### config.mk
export PLATFORM = sky130hd
export DESIGN_NAME = krsc_ctrl
export DESIGN_NICKNAME = d
export VERILOG_FILES = /design/src/rtl/krsc_pkg.sv /design/src/rtl/krsc_ctrl.sv
export SDC_FILE = /design/constraint.sdc
export NUM_CORES = 1
export LEC_CHECK = 0
export BUFFER_PORTS_ARGS = -buffer_cell sky130_fd_sc_hd__buf_2
export CORE_MARGIN = 5
export CORE_UTILIZATION = 30
export DETAILED_ROUTE_END_ITERATION = 7
export PLACE_DENSITY_LB_ADDON = 0.12
export RECOVER_POWER = 100
export SLEW_MARGIN = 15
export SYNTH_ARGS = -nofsm -noshare
export SYNTH_HDL_FRONTEND = slang
export SYNTH_SLANG_ARGS = --single-unit
### constraint.sdc
create_clock -name clk -period 3.85 [get_ports clk]
set_input_delay 0.1925 -clock clk [delete_from_list [all_inputs] [get_ports clk]]
set_output_delay 0.1925 -clock clk [all_outputs]
set_load 0.005 [all_outputs]
### src/rtl/krsc_pkg.sv
// ---------------------------------------------------------------------------
// krsc_pkg
// Shared constants, codes and control types of the keyed report slot cache.
// ---------------------------------------------------------------------------
package krsc_pkg;

  localparam int NUM_SLOTS  = 32;
  localparam int SLOT_BYTES = 64;

  localparam int SLOT_W    = (NUM_SLOTS > 1) ? $clog2(NUM_SLOTS) : 1;
  localparam int BYTE_W    = (SLOT_BYTES > 1) ? $clog2(SLOT_BYTES) : 1;
  localparam int MEM_DEPTH = NUM_SLOTS * SLOT_BYTES;
  localparam int ADDR_W    = (MEM_DEPTH > 1) ? $clog2(MEM_DEPTH) : 1;

  // Field widths fixed by the interface
  localparam int OP_W  = 2;
  localparam int ID_W  = 8;
  localparam int DAT_W = 8;
  localparam int CAP_W = 16;
  localparam int CNT_W = 7;

  localparam logic [OP_W-1:0] OP_STORE = 2'd0;
  localparam logic [OP_W-1:0] OP_READ  = 2'd1;
  localparam logic [OP_W-1:0] OP_CLEAR = 2'd2;
  localparam logic [OP_W-1:0] OP_NOP   = 2'd3;

  localparam logic [1:0] KIND_STORE = 2'd0;
  localparam logic [1:0] KIND_READ  = 2'd1;
  localparam logic [1:0] KIND_CLEAR = 2'd2;

  localparam logic [CNT_W-1:0] SLOT_BYTES_C = CNT_W'(SLOT_BYTES);

  typedef struct packed {
    logic latch;      // capture input beat
    logic lookup;     // register tag hit and free vectors
    logic select;     // encode hit / free slot
    logic open;       // open a store burst on the selected slot
    logic store;      // write one byte, commit on last
    logic clear;      // free all slots
    logic rd_len;     // compute read byte count
    logic rd_addr;    // issue payload memory read
    logic emit;       // load output register
    logic emit_data;  // emitted result carries a payload byte
  } krsc_cmd_t;

  typedef struct packed {
    logic burst_active;
    logic is_read;
    logic last;
    logic rd_bytes;
    logic rd_last;
    logic out_free;
  } krsc_sts_t;

  // Lowest set bit of a slot vector
  function automatic logic [SLOT_W-1:0] first_set(input logic [NUM_SLOTS-1:0] vec);
    logic [SLOT_W-1:0] idx;
    idx = '0;
    for (int i = NUM_SLOTS - 1; i >= 0; i--) begin
      if (vec[i]) idx = SLOT_W'(i);
    end
    return idx;
  endfunction

endpackage

### src/rtl/krsc_ctrl.sv
// ---------------------------------------------------------------------------
// krsc_ctrl
// Sequencer of the slot cache: steps each input beat through lookup,
// store, clear and read phases and paces results against the output side.
// ---------------------------------------------------------------------------
module krsc_ctrl (
  input  logic                     clk,
  input  logic                     rst_n,
  input  logic                     in_valid,
  input  logic [krsc_pkg::OP_W-1:0] in_op,
  output logic                     in_stall,
  input  krsc_pkg::krsc_sts_t      sts,
  output krsc_pkg::krsc_cmd_t      cmd
);
  import krsc_pkg::*;

  typedef enum logic [8:0] {
    ST_IDLE    = 9'b000000001,
    ST_LOOKUP  = 9'b000000010,
    ST_SELECT  = 9'b000000100,
    ST_STORE   = 9'b000001000,
    ST_CLEAR   = 9'b000010000,
    ST_RD_LEN  = 9'b000100000,
    ST_RD_ADDR = 9'b001000000,
    ST_RD_DATA = 9'b010000000,
    ST_EMIT    = 9'b100000000
  } state_t;

  state_t state_r, state_nxt;

  assign in_stall = (state_r != ST_IDLE);

  always_comb begin
    state_nxt = state_r;
    cmd       = '0;
    unique case (state_r)
      ST_IDLE: begin
        if (in_valid) begin
          cmd.latch = 1'b1;
          unique case (in_op)
            OP_STORE: state_nxt = sts.burst_active ? ST_STORE : ST_LOOKUP;
            OP_READ:  state_nxt = ST_LOOKUP;
            OP_CLEAR: state_nxt = ST_CLEAR;
            OP_NOP:   state_nxt = ST_IDLE;
          endcase
        end
      end
      ST_LOOKUP: begin
        cmd.lookup = 1'b1;
        state_nxt  = ST_SELECT;
      end
      ST_SELECT: begin
        cmd.select = 1'b1;
        cmd.open   = !sts.is_read;
        state_nxt  = sts.is_read ? ST_RD_LEN : ST_STORE;
      end
      ST_STORE: begin
        cmd.store = 1'b1;
        state_nxt = sts.last ? ST_EMIT : ST_IDLE;
      end
      ST_CLEAR: begin
        cmd.clear = 1'b1;
        state_nxt = ST_EMIT;
      end
      ST_RD_LEN: begin
        cmd.rd_len = 1'b1;
        state_nxt  = sts.rd_bytes ? ST_RD_ADDR : ST_EMIT;
      end
      ST_RD_ADDR: begin
        cmd.rd_addr = 1'b1;
        state_nxt   = ST_RD_DATA;
      end
      ST_RD_DATA: begin
        if (sts.out_free) begin
          cmd.emit      = 1'b1;
          cmd.emit_data = 1'b1;
          state_nxt     = sts.rd_last ? ST_IDLE : ST_RD_ADDR;
        end
      end
      ST_EMIT: begin
        if (sts.out_free) begin
          cmd.emit  = 1'b1;
          state_nxt = ST_IDLE;
        end
      end
      default: state_nxt = ST_IDLE;
    endcase
  end

  always_ff @(posedge clk) begin
    if (!rst_n) begin
      state_r <= ST_IDLE;
    end else begin
      state_r <= state_nxt;
    end
  end

endmodule

## Yosys cells after proc, flatten, opt, wreduce, memory -nomap -nowiden

Index checks and enable logic that the tools add are counted.
Widths: inputs -> output; s select.

- Equality and inequality tests: 16
- Muxes and demuxes: 22
- Reductions and logical operators: 3

Operators with widths:

| operator | number |
|---|---|
| $pmux 9 s9 | 1 |
| $mux 9 | 5 |
| $pmux 9 s4 | 1 |
| $eq 9x1->1 const B | 1 |
| $eq 9x2->1 const B | 1 |
| $eq 9x3->1 const B | 1 |
| $eq 9x4->1 const B | 1 |
| $eq 9x5->1 const B | 1 |
| $eq 9x6->1 const B | 1 |
| $eq 9x7->1 const B | 1 |
| $eq 9x8->1 const B | 1 |
| $eq 9x9->1 const B | 1 |
| $mux 1 | 9 |
| $ne 9x1->1 const B | 1 |
| $mux 7 | 1 |
| $mux 6 | 1 |
| $ne 2x2->1 const B | 3 |
| $eq 2x2->1 const B | 2 |
| $mux 2 | 2 |
| $mux 4 | 1 |
| $reduce_and 3->1 | 1 |
| $eq 2x1->1 const B | 1 |
| $logic_not 2->1 | 1 |
| $pmux 1 s2 | 1 |
| $logic_not 1->1 | 1 |

- Register bits: 9
- Logic and storage cells: 42
- Output and inout bits: 11

## Logic depth before layout (Yosys ltp)

- Depth after elaboration: 4
- Gate-level depth with buffers: 6

## Worst setup path before layout

OpenSTA, ideal clock, no wires.

- Kind: reg-to-reg
- Start: register state_r[0]
- End: register state_r[3]
- Arrival: 1.751 ns
- Library setup time: 0.115 ns
- Stages on the path, launching flop included: 6
- Buffers on the path: 0
- Required time: 3.735 ns
- Slack: 1.984 ns
- Cells stage by stage: dfxtp_1 > or2_4 > or4_4 > or3_1 > o2111ai_2 > o21ba_2

- Word-level cells in the longest chain between the ends: 3
- Elaborated cells on any way between the ends: 14
- Those cells by class: 12 x eq/ne; 1 x mux; 1 x reduce/logical

Ends and longest elaborated chain:

| item | line | source |
|---|---|---|
| from (decl) | krsc_ctrl.sv:29 | `state_t state_r, state_nxt;` |
| from (signal assigned) | krsc_ctrl.sv:94 | `state_r <= state_nxt;` |
| $eq 9x8->1 (tied with other cells) | krsc_ctrl.sv:36 | `unique case (state_r)` |
| $ne 2x2->1 (no line) | -- |  |
| $reduce_and 3->1 (no line) | -- |  |

Several ways; a longest one is shown, not always the timed one.
A chain may end at the register's enable or synchronous reset.

==> flow_results.xml <==
<?xml version="1.0" encoding="UTF-8"?>
<metrics>
  <group name="sta">
    <metric name="setup_viol" unit="">0</metric>
    <metric name="fin_worst_skew" unit="ns">0.00151</metric>
    <metric name="ratio_of_final_minimum_period_to_clock_period" unit="%">61.7</metric>
    <metric name="setup_slack" unit="ns">1.48</metric>
    <metric name="timing.slew.headroom" unit="%">62.7</metric>
    <metric name="max_slew.worst_pin.slew" unit="ns">0.554</metric>
    <metric name="timing.final.hold_violations" unit="">0</metric>
    <metric name="final.min_clock_period" unit="ns">2.37</metric>
    <metric name="highest_clock_rate" unit="MHz">421</metric>
    <metric name="grt_setup_unrepaired" unit="">no</metric>
    <metric name="final.setup.tns" unit="ns">0</metric>
    <metric name="worst_hold_slack" unit="ns">0.138</metric>
    <metric name="drv_slew" unit="">0</metric>
  </group>
  <group name="layout">
    <metric name="area_delta_synth_final" unit="%">13.3</metric>
    <metric name="antenna_cells" unit="">0</metric>
    <metric name="reg.largest.list" unit="">state_r x9</metric>
    <metric name="fill_cells" unit="">249</metric>
    <metric name="largest_reg_flops" unit="">9</metric>
    <metric name="post_route_cells_drive_above_1_share" unit="%">20.6</metric>
    <metric name="largest-register" unit="">state_r</metric>
    <metric name="final_nets" unit="">109</metric>
    <metric name="seq_area" unit="sq um">180</metric>
    <metric name="multi_input_area" unit="sq um">397</metric>
    <metric name="postLayoutCellArea" unit="sq um">747</metric>
  </group>
  <group name="global_route">
    <metric name="grt_use_met2" unit="%">15.8</metric>
    <metric name="first_global_vias" unit="">613</metric>
    <metric name="globalRouteMet1Util" unit="%">15.0</metric>
    <metric name="grt_remaining_overflow" unit="">0</metric>
    <metric name="antenna_found_initial" unit="">0</metric>
    <metric name="grt_use_total" unit="%">11.2</metric>
    <metric name="grt.busiest_layer" unit="">met2</metric>
    <metric name="grt_first_pass_wirelength" unit="mm">2.82</metric>
    <metric name="grt.met3_usage" unit="%">3.45</metric>
    <metric name="grt_max_degree" unit="">12</metric>
  </group>
  <group name="pwr">
    <metric name="cellLeakagePower" unit="nW">0.296</metric>
    <metric name="max-vdd-ir-drop" unit="mV">0.150</metric>
    <metric name="power_density" unit="nW/um^2">329</metric>
  </group>
  <group name="floorplan">
    <metric name="die-area" unit="sq um">3240</metric>
    <metric name="coreArea" unit="sq um">2150</metric>
    <metric name="initial_utilization" unit="%">30.7</metric>
    <metric name="dieHeight" unit="um">56.9</metric>
    <metric name="rows" unit="">17</metric>
    <metric name="floorplan.io_pins" unit="">22</metric>
    <metric name="dieWidth" unit="um">56.9</metric>
  </group>
  <group name="setup_path">
    <metric name="crit_required" unit="ns">3.66</metric>
    <metric name="critical_path_cell_count" unit="">5</metric>
    <metric name="slowest_delay" unit="ns">0.48</metric>
    <metric name="setup.worst_path.class" unit="">flop to output pin</metric>
    <metric name="worstPathCellList" unit="">or2_0 &gt; or4_1 &gt; nor4b_1 &gt; and2b_1 &gt; clkbuf_1</metric>
    <metric name="worstSetupStartpointType" unit="">flop</metric>
    <metric name="timing.critical_path.slowest_stage_cell" unit="">sky130_fd_sc_hd__or4_1</metric>
    <metric name="critPathMaxFanout" unit="">9</metric>
    <metric name="reg2reg_depth" unit="">5</metric>
    <metric name="worst_path_dominant_cell_family" unit="">simple AND/OR/NAND/NOR gates</metric>
    <metric name="timing.critical_path.arrival" unit="ns">2.18</metric>
    <metric name="crit_path_end_kind" unit="">output pin</metric>
    <metric name="cp.buffers_inverters" unit="">1</metric>
  </group>
  <group name="route">
    <metric name="detail_route.drc_violations" unit="">0</metric>
    <metric name="wl" unit="mm">1.72</metric>
    <metric name="avgRoutedWirePerCell" unit="um">13.8</metric>
    <metric name="drt_first_pass_iters" unit="">4</metric>
    <metric name="num_vias" unit="">662</metric>
    <metric name="drt_iter0_markers" unit="">11</metric>
    <metric name="ant_nets" unit="">0</metric>
    <metric name="via_per_inst" unit="">5.30</metric>
  </group>
  <group name="yosys">
    <metric name="synth_largest_area_cell" unit="">sky130_fd_sc_hd__dfxtp_1</metric>
    <metric name="netlist_top_cells_area" unit="">sky130_fd_sc_hd__dfxtp_1, sky130_fd_sc_hd__nor4b_1, sky130_fd_sc_hd__nor4_1</metric>
    <metric name="yosysSeqAreaShare" unit="%">27.3</metric>
    <metric name="synth_cells" unit="">77</metric>
    <metric name="synth_largest_type_area_fraction" unit="%">27.3</metric>
    <metric name="synth_area" unit="sq um">659</metric>
    <metric name="synth.distinct_cells" unit="">36</metric>
    <metric name="ys_seq_elements" unit="">9</metric>
    <metric name="syn_avg_cell_area" unit="sq um">8.56</metric>
    <metric name="syn-num-nets" unit="">88</metric>
    <metric name="synth_warnings" unit="">0</metric>
  </group>
  <group name="clocking">
    <metric name="clock_path_buffers" unit="">2</metric>
    <metric name="cts_tree" unit="">done</metric>
    <metric name="cts_root_buf" unit="">sky130_fd_sc_hd__clkbuf_4</metric>
    <metric name="htree_levels" unit="">1</metric>
    <metric name="cts-buffers-inserted" unit="">3</metric>
    <metric name="clock_insertion_delay_worst_skew" unit="ns">0.26</metric>
    <metric name="post_cts.repair.setup_buffers" unit="">0</metric>
    <metric name="clk_transition_reported_paths" unit="ns">0.07</metric>
    <metric name="post_cts_resize_count" unit="">0</metric>
    <metric name="numClockSinks" unit="">9</metric>
    <metric name="post_cts_hold_buffer_count" unit="">0</metric>
  </group>
  <group name="hold_path">
    <metric name="worst_hold_path.num_cells" unit="">2</metric>
    <metric name="min_path_type" unit="">input pin to flop</metric>
  </group>
  <group name="place">
    <metric name="post_place_cell_area" unit="sq um">766</metric>
    <metric name="port_buffers" unit="">21</metric>
    <metric name="detailedPlacementHpwl" unit="mm">1.39</metric>
    <metric name="detailedPlace.worstSlack" unit="ns">1.86</metric>
    <metric name="routabilityCongestion" unit="">0.749</metric>
  </group>
  <group name="run_status">
    <metric name="run_status" unit="">completed</metric>
  </group>
  <group name="run">
    <metric name="count_of_maximum_capacitance_violations" unit="">0</metric>
  </group>
</metrics>
## cells in the final DEF (no fill, tap or decap), types with 4 or more instances in the layout
cell / count
sky130_fd_sc_hd__buf_2: 14
sky130_fd_sc_hd__clkbuf_1: 7
sky130_fd_sc_hd__dfxtp_1: 9
sky130_fd_sc_hd__nand2_1: 4
sky130_fd_sc_hd__nor2_1: 4
sky130_fd_sc_hd__nor3_1: 6
sky130_fd_sc_hd__nor4_1: 5
sky130_fd_sc_hd__nor4b_1: 6
sky130_fd_sc_hd__or4_1: 4
## routing by layer
layer	up-vias	share of wire [%]	wire, um
li1	336	-	-
met1	308	47	806
met2	16	47	804
met3	2	5.9	102
met4	0	0.58	10
met5	-	0	0
## cell usage after synthesis
| master | number |
|---|---|
| sky130_fd_sc_hd__o2111ai_2 | 1 |
| sky130_fd_sc_hd__clkbuf_1 | 2 |
| sky130_fd_sc_hd__a2111oi_2 | 1 |
| sky130_fd_sc_hd__buf_6 | 2 |
| sky130_fd_sc_hd__o22ai_2 | 1 |
| sky130_fd_sc_hd__xnor2_1 | 1 |
| sky130_fd_sc_hd__a211oi_1 | 2 |
| sky130_fd_sc_hd__buf_1 | 1 |
| sky130_fd_sc_hd__a21oi_1 | 1 |
| sky130_fd_sc_hd__or3_1 | 1 |
| sky130_fd_sc_hd__inv_1 | 3 |
| sky130_fd_sc_hd__and2_1 | 3 |
| sky130_fd_sc_hd__o21ai_0 | 1 |
| sky130_fd_sc_hd__nor4b_1 | 5 |
| sky130_fd_sc_hd__or3_2 | 1 |
| sky130_fd_sc_hd__and3_1 | 3 |
| sky130_fd_sc_hd__or4_1 | 2 |
| sky130_fd_sc_hd__a31oi_1 | 1 |
| sky130_fd_sc_hd__nor2b_1 | 2 |
| sky130_fd_sc_hd__nand2b_1 | 1 |
| sky130_fd_sc_hd__nor4_1 | 5 |
| sky130_fd_sc_hd__a21o_1 | 1 |
| sky130_fd_sc_hd__nand2_1 | 4 |
| sky130_fd_sc_hd__nor4b_2 | 1 |
| sky130_fd_sc_hd__and2b_1 | 1 |
| sky130_fd_sc_hd__or4_4 | 2 |
| sky130_fd_sc_hd__o2111ai_1 | 1 |
| sky130_fd_sc_hd__or2_4 | 2 |
| sky130_fd_sc_hd__a221oi_1 | 1 |
| sky130_fd_sc_hd__nand4_1 | 1 |
| sky130_fd_sc_hd__mux2i_1 | 1 |
| sky130_fd_sc_hd__dfxtp_1 | 9 |
| sky130_fd_sc_hd__xor2_1 | 2 |
| sky130_fd_sc_hd__o21ba_2 | 1 |
| sky130_fd_sc_hd__nor3_1 | 6 |
| sky130_fd_sc_hd__nor2_1 | 4 |
## worst reg2reg max path: cells and delay by family (launching register included)
| kind | cells | cell delay (ns) |
|---|---|---|
| compound gates | 3 | 0.87 |
| flops | 1 | 0.33 |
| simple gates | 2 | 0.87 |
## through the flow
| step | power [mW] | instances | utilization, % |
|---|---|---|---|
| after floorplan | 0.160 | 77 | - |
| after global routing | 0.262 | 125 | 34.8 |
| after CTS | 0.262 | 125 | 36.9 |
| after global placement | 0.183 | 121 | 35.6 |
| final | 0.245 | 125 | 34.8 |
| after detailed placement | 0.185 | 121 | 35.6 |
## final cells by class
cell class                 instances  share of cell area [%]
clock buffer                       4                    3.52
timing repair buffer              21                    13.1
inverter                           3                    1.51
tap                               28                    4.69
sequential                         9                    24.1
multi-input combinational         60                    53.1
## final timing paths
check                                start          to  slack (ns)
worst max register to register  state_r[0]  state_r[1]        1.66
worst min-delay path              in_op[1]  state_r[1]        0.14
worst min register to register  state_r[0]  state_r[2]        0.67
worst max-delay path            state_r[4]      cmd[6]        1.48
## where the power goes
group	internal [mW]	total (mW)	switching [mW]
Clock	0.0400	0.0754	0.0354
Sequential	0.0978	0.104	0.00576
Combinational	0.0272	0.0666	0.0393
## logic make-up (layout without fill, tap and decap cells)
group                  Yosys count  in the layout  synth area share [%]
AND/OR/NAND/NOR                 44             44                  43.8
multiplexers                     1              1                  1.52
flip-flops                       9              9                  27.3
AO/OA/AOI/OAI                   12             12                  16.5
XOR/XNOR                         3              3                  3.99
buffers and inverters            8             28                  6.83
(Power assumes the default switching activity.)
